==> src/rtl/srfw_pkg.sv <==
// shared types and constants of the serial receive fifo with waiter
// no dependencies
package srfw_pkg;

    // default ring size
    localparam int RING_DEPTH_DEF = 256;

    // character codes
    localparam logic [7:0] CHAR_CR = 8'h0D;
    localparam logic [7:0] CHAR_LF = 8'h0A;

    // request kinds
    localparam logic [1:0] KIND_RX   = 2'd0;
    localparam logic [1:0] KIND_ARM  = 2'd1;
    localparam logic [1:0] KIND_READ = 2'd2;

    // request payload
    typedef struct packed {
        logic [1:0] kind;
        logic [7:0] rx_byte;
        logic [8:0] wait_size;
        logic [7:0] wait_char;
    } t_in;

    // result payload
    typedef struct packed {
        logic       echo_valid;
        logic [7:0] echo_byte;
        logic       notify;
        logic [8:0] notify_count;
        logic [7:0] notify_char;
        logic       read_valid;
        logic [7:0] read_byte;
        logic [8:0] fill_count;
        logic       dropped;
    } t_out;

endpackage

==> src/rtl/srfw_ram.sv <==
// generic single-clock ram, one write port, one read port, registered read
// no dependencies
module srfw_ram #(
    parameter int WIDTH = 8,
    parameter int DEPTH = 256
) (
    input  logic                     i_clk,
    input  logic                     i_we,
    input  logic [$clog2(DEPTH)-1:0] i_waddr,
    input  logic [WIDTH-1:0]         i_wdata,
    input  logic                     i_re,
    input  logic [$clog2(DEPTH)-1:0] i_raddr,
    output logic [WIDTH-1:0]         o_rdata
);

    logic [WIDTH-1:0] r_mem [DEPTH];
    logic [WIDTH-1:0] r_rdata;

    // write port
    always_ff @(posedge i_clk) begin
        if (i_we) begin
            r_mem[i_waddr] <= i_wdata;
        end
    end

    // registered read port
    always_ff @(posedge i_clk) begin
        if (i_re) begin
            r_rdata <= r_mem[i_raddr];
        end
    end

    assign o_rdata = r_rdata;

endmodule

==> src/rtl/serial_rx_fifo_with_waiter_unit.sv <==
// top level of the serial receive fifo with one-shot waiter
// depends on srfw_pkg and srfw_ram
//
//   channel   handshake                  payload
//   request   i_in_valid / o_in_ready    i_in  (srfw_pkg::t_in)
//   result    o_out_valid / i_out_ready  o_out (srfw_pkg::t_out)
//
// one request at a time; a read that pops a byte passes through S_RD before S_OUT,
// every other request goes straight to S_OUT; S_RD waits on the ring ram's registered read port.
// the result then sits in an output register while the next request is taken.
// i_rst_n is synchronous: clears pointers, count, waiter and handshake state;
// the ring contents need no clearing since only stored bytes are popped.
// a stalled result holds the output register; requests wait only behind it.
module serial_rx_fifo_with_waiter_unit #(
    parameter int RING_DEPTH = srfw_pkg::RING_DEPTH_DEF
) (
    input  logic            i_clk,
    input  logic            i_rst_n,
    input  logic            i_in_valid,
    output logic            o_in_ready,
    input  srfw_pkg::t_in   i_in,
    output logic            o_out_valid,
    input  logic            i_out_ready,
    output srfw_pkg::t_out  o_out
);

    localparam int PW = $clog2(RING_DEPTH);
    localparam int CW = $clog2(RING_DEPTH + 1);
    localparam int XW = (CW > 9) ? CW : 9;

    typedef enum logic [2:0] {
        S_IDLE = 3'b001,
        S_RD   = 3'b010,
        S_OUT  = 3'b100
    } t_state;

    t_state            r_state, n_state;
    logic [PW-1:0]     r_wp, n_wp;
    logic [PW-1:0]     r_rp, n_rp;
    logic [CW-1:0]     r_count, n_count;
    logic              r_armed, n_armed;
    logic [8:0]        r_thr, n_thr;
    logic [7:0]        r_match, n_match;
    srfw_pkg::t_out    r_pend;
    srfw_pkg::t_out    r_out;
    logic              r_out_valid;

    srfw_pkg::t_out    res;
    logic              in_acc;
    logic              out_load;
    logic              ram_we;
    logic              ram_re;
    logic [7:0]        ram_rdata;
    logic [7:0]        rx_b;
    logic              ring_full;
    logic [PW-1:0]     wp_next;
    logic [PW-1:0]     rp_next;
    logic [XW-1:0]     cnt_x;

    assign o_in_ready = (r_state == S_IDLE);
    assign in_acc     = i_in_valid & o_in_ready;
    assign out_load   = (r_state == S_OUT) && (!r_out_valid || i_out_ready);

    // byte translation and ring bookkeeping
    assign rx_b      = (i_in.rx_byte == srfw_pkg::CHAR_CR) ? srfw_pkg::CHAR_LF : i_in.rx_byte;
    assign ring_full = (r_count == CW'(RING_DEPTH));
    assign wp_next   = (r_wp == PW'(RING_DEPTH - 1)) ? '0 : r_wp + 1'b1;
    assign rp_next   = (r_rp == PW'(RING_DEPTH - 1)) ? '0 : r_rp + 1'b1;

    // request decode and state update
    always_comb begin
        n_wp    = r_wp;
        n_rp    = r_rp;
        n_count = r_count;
        n_armed = r_armed;
        n_thr   = r_thr;
        n_match = r_match;
        res     = '0;
        ram_we  = 1'b0;
        ram_re  = 1'b0;
        if (in_acc) begin
            unique case (i_in.kind)
                srfw_pkg::KIND_RX: begin
                    if (i_in.rx_byte != '0) begin
                        if (ring_full) begin
                            res.dropped = 1'b1;
                        end else begin
                            ram_we  = 1'b1;
                            n_wp    = wp_next;
                            n_count = r_count + 1'b1;
                        end
                        if (r_armed) begin
                            res.echo_valid = 1'b1;
                            res.echo_byte  = rx_b;
                            if (r_match != '0 && rx_b == r_match) begin
                                res.notify      = 1'b1;
                                res.notify_char = r_match;
                                n_armed = 1'b0;
                                n_thr   = '0;
                                n_match = '0;
                            end else if (XW'(n_count) >= XW'(r_thr)) begin
                                res.notify = 1'b1;
                                n_armed = 1'b0;
                                n_thr   = '0;
                                n_match = '0;
                            end
                        end
                    end
                end
                srfw_pkg::KIND_ARM: begin
                    if (i_in.wait_size != '0) begin
                        n_armed = 1'b1;
                        n_thr   = i_in.wait_size;
                        n_match = i_in.wait_char;
                    end else begin
                        n_armed = 1'b0;
                        n_thr   = '0;
                        n_match = '0;
                    end
                end
                srfw_pkg::KIND_READ: begin
                    if (r_count != '0) begin
                        res.read_valid = 1'b1;
                        ram_re  = 1'b1;
                        n_rp    = rp_next;
                        n_count = r_count - 1'b1;
                    end
                end
                default: ;
            endcase
        end
        cnt_x          = XW'(n_count);
        res.fill_count = cnt_x[8:0];
        if (res.notify) begin
            res.notify_count = cnt_x[8:0];
        end
    end

    // sequencer
    always_comb begin
        n_state = r_state;
        unique case (r_state)
            S_IDLE: begin
                if (in_acc) begin
                    n_state = ram_re ? S_RD : S_OUT;
                end
            end
            S_RD:  n_state = S_OUT;
            S_OUT: begin
                if (out_load) begin
                    n_state = S_IDLE;
                end
            end
            default: n_state = S_IDLE;
        endcase
    end

    // control registers
    always_ff @(posedge i_clk) begin
        if (!i_rst_n) begin
            r_state     <= S_IDLE;
            r_wp        <= '0;
            r_rp        <= '0;
            r_count     <= '0;
            r_armed     <= 1'b0;
            r_thr       <= '0;
            r_match     <= '0;
            r_out_valid <= 1'b0;
        end else begin
            r_state <= n_state;
            r_wp    <= n_wp;
            r_rp    <= n_rp;
            r_count <= n_count;
            r_armed <= n_armed;
            r_thr   <= n_thr;
            r_match <= n_match;
            if (out_load) begin
                r_out_valid <= 1'b1;
            end else if (i_out_ready) begin
                r_out_valid <= 1'b0;
            end
        end
    end

    // pending result and output register
    always_ff @(posedge i_clk) begin
        if (in_acc) begin
            r_pend <= res;
        end else if (r_state == S_RD) begin
            r_pend.read_byte <= ram_rdata;
        end
        if (out_load) begin
            r_out <= r_pend;
        end
    end

    // ring storage
    srfw_ram #(
        .WIDTH (8),
        .DEPTH (RING_DEPTH)
    ) u_ring (
        .i_clk   (i_clk),
        .i_we    (ram_we),
        .i_waddr (r_wp),
        .i_wdata (rx_b),
        .i_re    (ram_re),
        .i_raddr (r_rp),
        .o_rdata (ram_rdata)
    );

    assign o_out_valid = r_out_valid;
    assign o_out       = r_out;

endmodule

==> config.mk <==
export PLATFORM = sky130hd
export DESIGN_NAME = serial_rx_fifo_with_waiter_unit
export DESIGN_NICKNAME = d
export VERILOG_FILES = /design/src/rtl/srfw_pkg.sv /design/src/rtl/srfw_ram.sv /design/src/rtl/serial_rx_fifo_with_waiter_unit.sv
export SDC_FILE = /design/constraint.sdc
export NUM_CORES = 2
export LEC_CHECK = 0
export ABC_AREA = 0
export BUFFER_PORTS_ARGS = -buffer_cell sky130_fd_sc_hd__buf_2
export CORE_MARGIN = 3
export CORE_UTILIZATION = 65
export DETAILED_ROUTE_END_ITERATION = 7
export PLACE_DENSITY = 0.8
export SLEW_MARGIN = 20
export SYNTH_ARGS = -nofsm -noshare
export SYNTH_HDL_FRONTEND = slang
export SYNTH_SLANG_ARGS = --single-unit
==> constraint.sdc <==
create_clock -name i_clk -period 40.6 [get_ports i_clk]
set_input_delay 6.09 -clock i_clk [delete_from_list [all_inputs] [get_ports i_clk]]
set_output_delay 6.09 -clock i_clk [all_outputs]
set_load 0.05 [all_outputs]
* Word level (Yosys, flattened, before mapping) *
Memory sizes are Yosys's and may differ from the RTL's. A register that Yosys moved wholly into a read port is not among the register bits.
Index checks and enable logic that the tools add are counted.

word-level totals
  flip-flop bits (word level) = 139
  RAM bits = 2048
  output and inout port bits = 48
  logic and storage cells = 120
  memories = 1

cells by class
  $add $sub $neg = 4
  $lt $le $gt $ge = 1
  equal/unequal tests = 15
  muxes and demuxes = 51
  bitwise operators = 2
  reductions and logical operators = 20

memory list
  name          words  bits a word  rd ports  clocked after memory_dff  write ports  RTL line        source
  u_ring.r_mem  256    8            1         1                         1            srfw_ram.sv:16  logic [WIDTH-1:0] r_mem [DEPTH];

operators with widths
  operator               count
  $mux W9                12
  $mux W8                8
  $pmux W9 S2            2
  $mux W1                22
  $reduce_bool A9 Y1     2
  $add A8 B1 Y8 const B  2
  $eq A8 B8 Y1 const B   2
  $pmux W8 S2            1
  $reduce_bool A8 Y1     2
  $reduce_and A4 Y1      3
  $mux W10               1
  $add A9 B1 Y9 const B  1
  $eq A9 B9 Y1 const B   1
  $ge A9 B9 Y1           1
  $mux W3                3
  $pmux W3 S3            1
  $reduce_and A3 Y1      3
  $sub A9 B1 Y9 const B  1
  $eq A8 B4 Y1 const B   1
  $eq A8 B8 Y1           1
  $ne A2 B2 Y1 const B   3
  $reduce_and A5 Y1      1
  $reduce_and A2 Y1      2
  $reduce_bool A2 Y1     2
  other kinds (14)       15

* Depth between registers and ports, before layout *
  word-level depth = 12
  gate-level depth with buffers = 13

* Hierarchy *
A second synthesis with hierarchy kept.

unflattened totals
  cell total of the unflattened synthesis = 4278
  area, all modules = 85839.8 um^2

modules (own cells, without submodules)
  module                           instances  cells each  area each (um^2)
  srfw_ram                         1          3733        79636.4
  serial_rx_fifo_with_waiter_unit  1          545         6203.4

* Worst setup path before layout *
No wires, ideal clock.

  path type = input -> register
  from = input port i_in[19] in the netlist's numbering
  to = memory u_ring.r_mem[0][2] (data pin)
  library setup time = 2282 ps
  data arrival time = 16639 ps
  slack = 21679 ps
  cell stages on the path = 2
  buffers on the path = 1
  path through = clkbuf_1 > a21boi_0

on the way
  cells in the longest elaborated chain, start to end = 2

RTL lines
  what               RTL line                               source
  start, declared    serial_rx_fifo_with_waiter_unit.sv:21  input srfw_pkg::t_in i_in,
  $eq A8 B4 Y1       serial_rx_fifo_with_waiter_unit.sv:65  assign rx_b = (i_in.rx_byte == srfw_pkg::CHAR_CR) ? srfw_pkg::CHAR_LF : i_in.rx_byte;
  $mux W8 (*)        serial_rx_fifo_with_waiter_unit.sv:65
  named net rx_b[2]  serial_rx_fifo_with_waiter_unit.sv:54  logic [7:0] rx_b;
  end, declared      srfw_ram.sv:16

Mark *: on every way through the listed nets, which the timed path passes. The rest lies on a longest branch.

* Worst setup path in the final report *
  from = input port i_in[20] in the netlist's numbering
  to = memory u_ring.r_mem[25][6], enable pin

on the way
  cells in the longest elaborated chain, start to end = 6

RTL lines
  what                           RTL line                               source
  $reduce_bool A8 Y1             serial_rx_fifo_with_waiter_unit.sv:84  if (i_in.rx_byte != '0) begin
  $mux W1                        serial_rx_fifo_with_waiter_unit.sv:84
  $mux W1                        serial_rx_fifo_with_waiter_unit.sv:82  unique case (i_in.kind)
  $mux W1                        serial_rx_fifo_with_waiter_unit.sv:81  if (in_acc) begin
  $mux W1                        srfw_ram.sv:21                         if (i_we) begin
  $mux W1 (not written as such)  srfw_ram.sv:22                         r_mem[i_waddr] <= i_wdata;

Every way passes these cells.

==> impl_metrics.yaml <==
status:
  run_status: "finished, violations left"
  failing_checks: "design-rule violations"
placed_design:
  post_dp_cell_area_um2: 88000
  io_buffer_count: 78
  gp_routability_congestion: 0.957
  dpl.hpwl_um: 133000
power_and_ir_drop:
  vdd_ir_drop_max_uv: 44.8
  final_total_pwr_mw: 4.40
  powerDensity_nw_per_um2: 46.6
  power_leakage_nw: 28.5
run:
  max_cap_viol_count: 0
global_routing:
  grt_util_all_layers: 0.339
  grt.met1_usage: 0.464
  overflow: 0
  grt_start_max_net_pins: 181
  vias_in_the_first_global_route: 45100
  most_used_routing_layer: "met2"
  grt_antenna_before_repair: 3
  grt.met3_usage: 0.116
  grt_util_met2: 0.501
  grt_pass1_wl_um: 328000
setup_path:
  reg2reg_slack_ns: 34.74
  worst_setup_path_endpoint: "u_ring.r_mem[25][6]"
  regToRegStartpoint: "r_rp[0]"
  critical_path.startpoint_type: "primary input"
  ff2ff_path_depth: 8
  cp_endpoint_kind: "flop"
  path_class: "primary input to flop"
  worstReg2RegEnd: "u_ring.o_rdata[2]"
  worst_setup_path_startpoint: "i_in[20]"
  worst-endpoint-required_ns: 41.04
  timing.critical_path.arrival_ns: 10.14
  max_fo_critical_path: 114
sta:
  worstMarginPinSlew_ns: 1.28
  timing.final.setup_violations: 0
  timing.final.crit_share: 0.239
  finalHoldViolCount: 0
  worst_slew_margin_rel: 0.147
  finalCriticalPeriod_ns: 9.70
  hold-worst-slack_ns: 0.417
  highest_achievable_clock_rate_mhz: 103
  rsz0062_at_grt: "false"
  slew_viol_final: 0
  timing.clock.skew_ns: 0.0331
  tns_ns: 0
logic_synthesis:
  yosys_cell_types: 82
  synth_ff_type: "sky130_fd_sc_hd__edfxtp_1"
  post_synth_inst_count: 4325
  postSynthNetCount: 4373
  synth_seq_area_share: 0.759
  avgSynthCellArea_um2: 19.9
  synthArstFlopShare: 0
  synth.ff_latch_count: 2195
  yosys_warnings: 0
  syn_area_um2: 86100
  synth_edf_count: 2140
clock_network:
  clk_root_buffer_cell: "sky130_fd_sc_hd__clkbuf_16"
  clock_tree.htree_level_count: 4
  numCtsBuffers: 200
  tritoncts: "built"
  cts_setup_buffers: 0
  cts_repair_resize_count: 0
  ctsHoldBuffers: 0
  clkSlewWorstSetupHoldPaths_ns: 0.06
  clk-insertion-delay-late_ns: 0.83
  cts_sink_count: 2195
  cts-root-to-sink-buffers: 3
drt:
  detailedRoute.firstIterationViolations: 7880
  post_drt_via_cell_ratio: 7.29
  final_wl_um: 229000
  avgRoutedWirePerCell_um: 36.1
  drt_pre_antenna_iters: 8
  num_vias: 46200
  drc_errors: 17
  antenna_left: 0
floorplan:
  die_width_um: 370
  floorplan.io_pins: 79
  floorplan.core_area_um2: 130000
  floorplan.die.height_um: 370
  initial_core_util: 0.660
  design.die.area_um2: 137000
  placement_rows: 132
finish:
  layout_commonest_cell: "sky130_fd_sc_hd__edfxtp_1"
  post_route_cells_drive_above_1_share: 0.216
  final_design_area_no_fill_um2: 94300
  final_cell_mix: "sky130_fd_sc_hd__edfxtp_1, sky130_fd_sc_hd__mux4_2, sky130_fd_sc_hd__nor2_1, sky130_fd_sc_hd__clkbuf_16, sky130_fd_sc_hd__mux2i_1"
  nNetsFinal: 4474
  synthToLayoutAreaGrowth_pct: 9.58
hold_path:
  timing.hold.worst.class: "flop to flop"
==> metal layers <==
metal,wire (µm),up-vias
met3,34100,749
met4,12300,8
met2,105000,4300
li1,-,17900
met5,187,-
met1,77700,23200
==> layout make-up <==
cell class | count | area [µm²]
well taps | 1742 | 2180
inverters | 42 | 165
clock buffers | 258 | 5410
fillers | 7171 | 36200
clock inverters | 110 | 905
flip-flops and latches | 2195 | 65400
repair buffers | 157 | 1130
multi-input cells | 1830 | 19100
diodes | 6 | 15.0
==> synthesized netlist by cell type (20+ instances only) <==
cell type	number	share of area
sky130_fd_sc_hd__edfxtp_1	2140	0.75
sky130_fd_sc_hd__mux4_2	454	0.12
sky130_fd_sc_hd__nor2_1	343	0.015
sky130_fd_sc_hd__mux2i_1	190	0.022
sky130_fd_sc_hd__nand2_1	138	0.0060
sky130_fd_sc_hd__clkbuf_1	108	0.0047
sky130_fd_sc_hd__buf_2	78	0.0045
sky130_fd_sc_hd__a21oi_1	68	0.0040
sky130_fd_sc_hd__dfxtp_1	55	0.013
sky130_fd_sc_hd__o21ai_0	54	0.0031
sky130_fd_sc_hd__o22ai_1	50	0.0036
sky130_fd_sc_hd__nand3_1	46	0.0027
sky130_fd_sc_hd__mux2_2	43	0.0056
sky130_fd_sc_hd__inv_1	39	0.0017
sky130_fd_sc_hd__a221oi_1	36	0.0037
sky130_fd_sc_hd__o221ai_1	30	0.0031
sky130_fd_sc_hd__buf_4	28	0.0024
sky130_fd_sc_hd__buf_6	27	0.0035
sky130_fd_sc_hd__a211oi_1	25	0.0022
sky130_fd_sc_hd__and2_1	25	0.0018
sky130_fd_sc_hd__nor3_1	23	0.0013
sky130_fd_sc_hd__nor2b_1	22	0.0016
sky130_fd_sc_hd__a22oi_1	20	0.0017
==> registers in the layout, summed over array words and instances, names as in the netlist <==
name and cells:
u_ring.r_mem 2048, o_out 46, r_pend 46, r_count 9, r_thr 9, r_match 8
r_rp 8, r_wp 8, u_ring.o_rdata 8, r_state 3, o_out_valid 1, r_armed 1
==> how the worst min path moves through the flow <==
| stage | from | slack (ns) | cells after the start | end |
|---|---|---|---|---|
| CTS | r_pend[23] | 0.42 | 0 | o_out[23] |
| floorplan | r_pend[0] | 0.40 | 0 | o_out[0] |
| detailed placement | r_pend[21] | 0.40 | 0 | o_out[21] |
| global route | r_pend[5] | 0.43 | 0 | o_out[5] |
| global placement | r_pend[32] | 0.40 | 0 | o_out[32] |
| finish | r_pend[37] | 0.42 | 0 | o_out[37] |
==> cells by family (layout without fill, tap and decap cells) <==
group                      Yosys count  in the layout  share of synthesized area
adders and majority gates           17             17                    0.00247
muxes                              687            687                      0.147
AOI/OAI and AO/OA                  416            416                     0.0345
DFF                               2195           2195                      0.759
other                                0              6                          0
buffers and inverters              300            567                     0.0190
xor gates and xnor gates            28             28                    0.00285
and+or+nand+nor                    682            682                     0.0352
==> power breakdown <==
part	internal, mW	switching [mW]	leakage [nW]	total (mW)
Clock	1.02	0.815	3.10	1.83
Sequential	2.49	0.00220	19.7	2.49
Combinational	0.0137	0.0635	5.67	0.0773
==> through the flow <==
step / instances / setup WS [ns] / utilization
CTS: 6334 / 31.09 / 0.723
finish: 6340 / 30.90 / 0.723
detailed placement: 5966 / 30.22 / 0.674
global placement: 5966 / 30.29 / 0.674
floorplan: 4325 / 21.68 / -
global route: 6334 / 30.83 / 0.723
==> worst max-delay path, cell delays in order <==
cell and delay (ns):
sky130_fd_sc_hd__clkbuf_8 0.66, sky130_fd_sc_hd__nor4_1 0.18, sky130_fd_sc_hd__a21boi_0 0.23, sky130_fd_sc_hd__buf_4 0.21
sky130_fd_sc_hd__and3_2 0.20, sky130_fd_sc_hd__buf_4 0.49, sky130_fd_sc_hd__nand3_1 1.05, sky130_fd_sc_hd__nor2_1 0.98
Power figures use the tool's default switching activity.
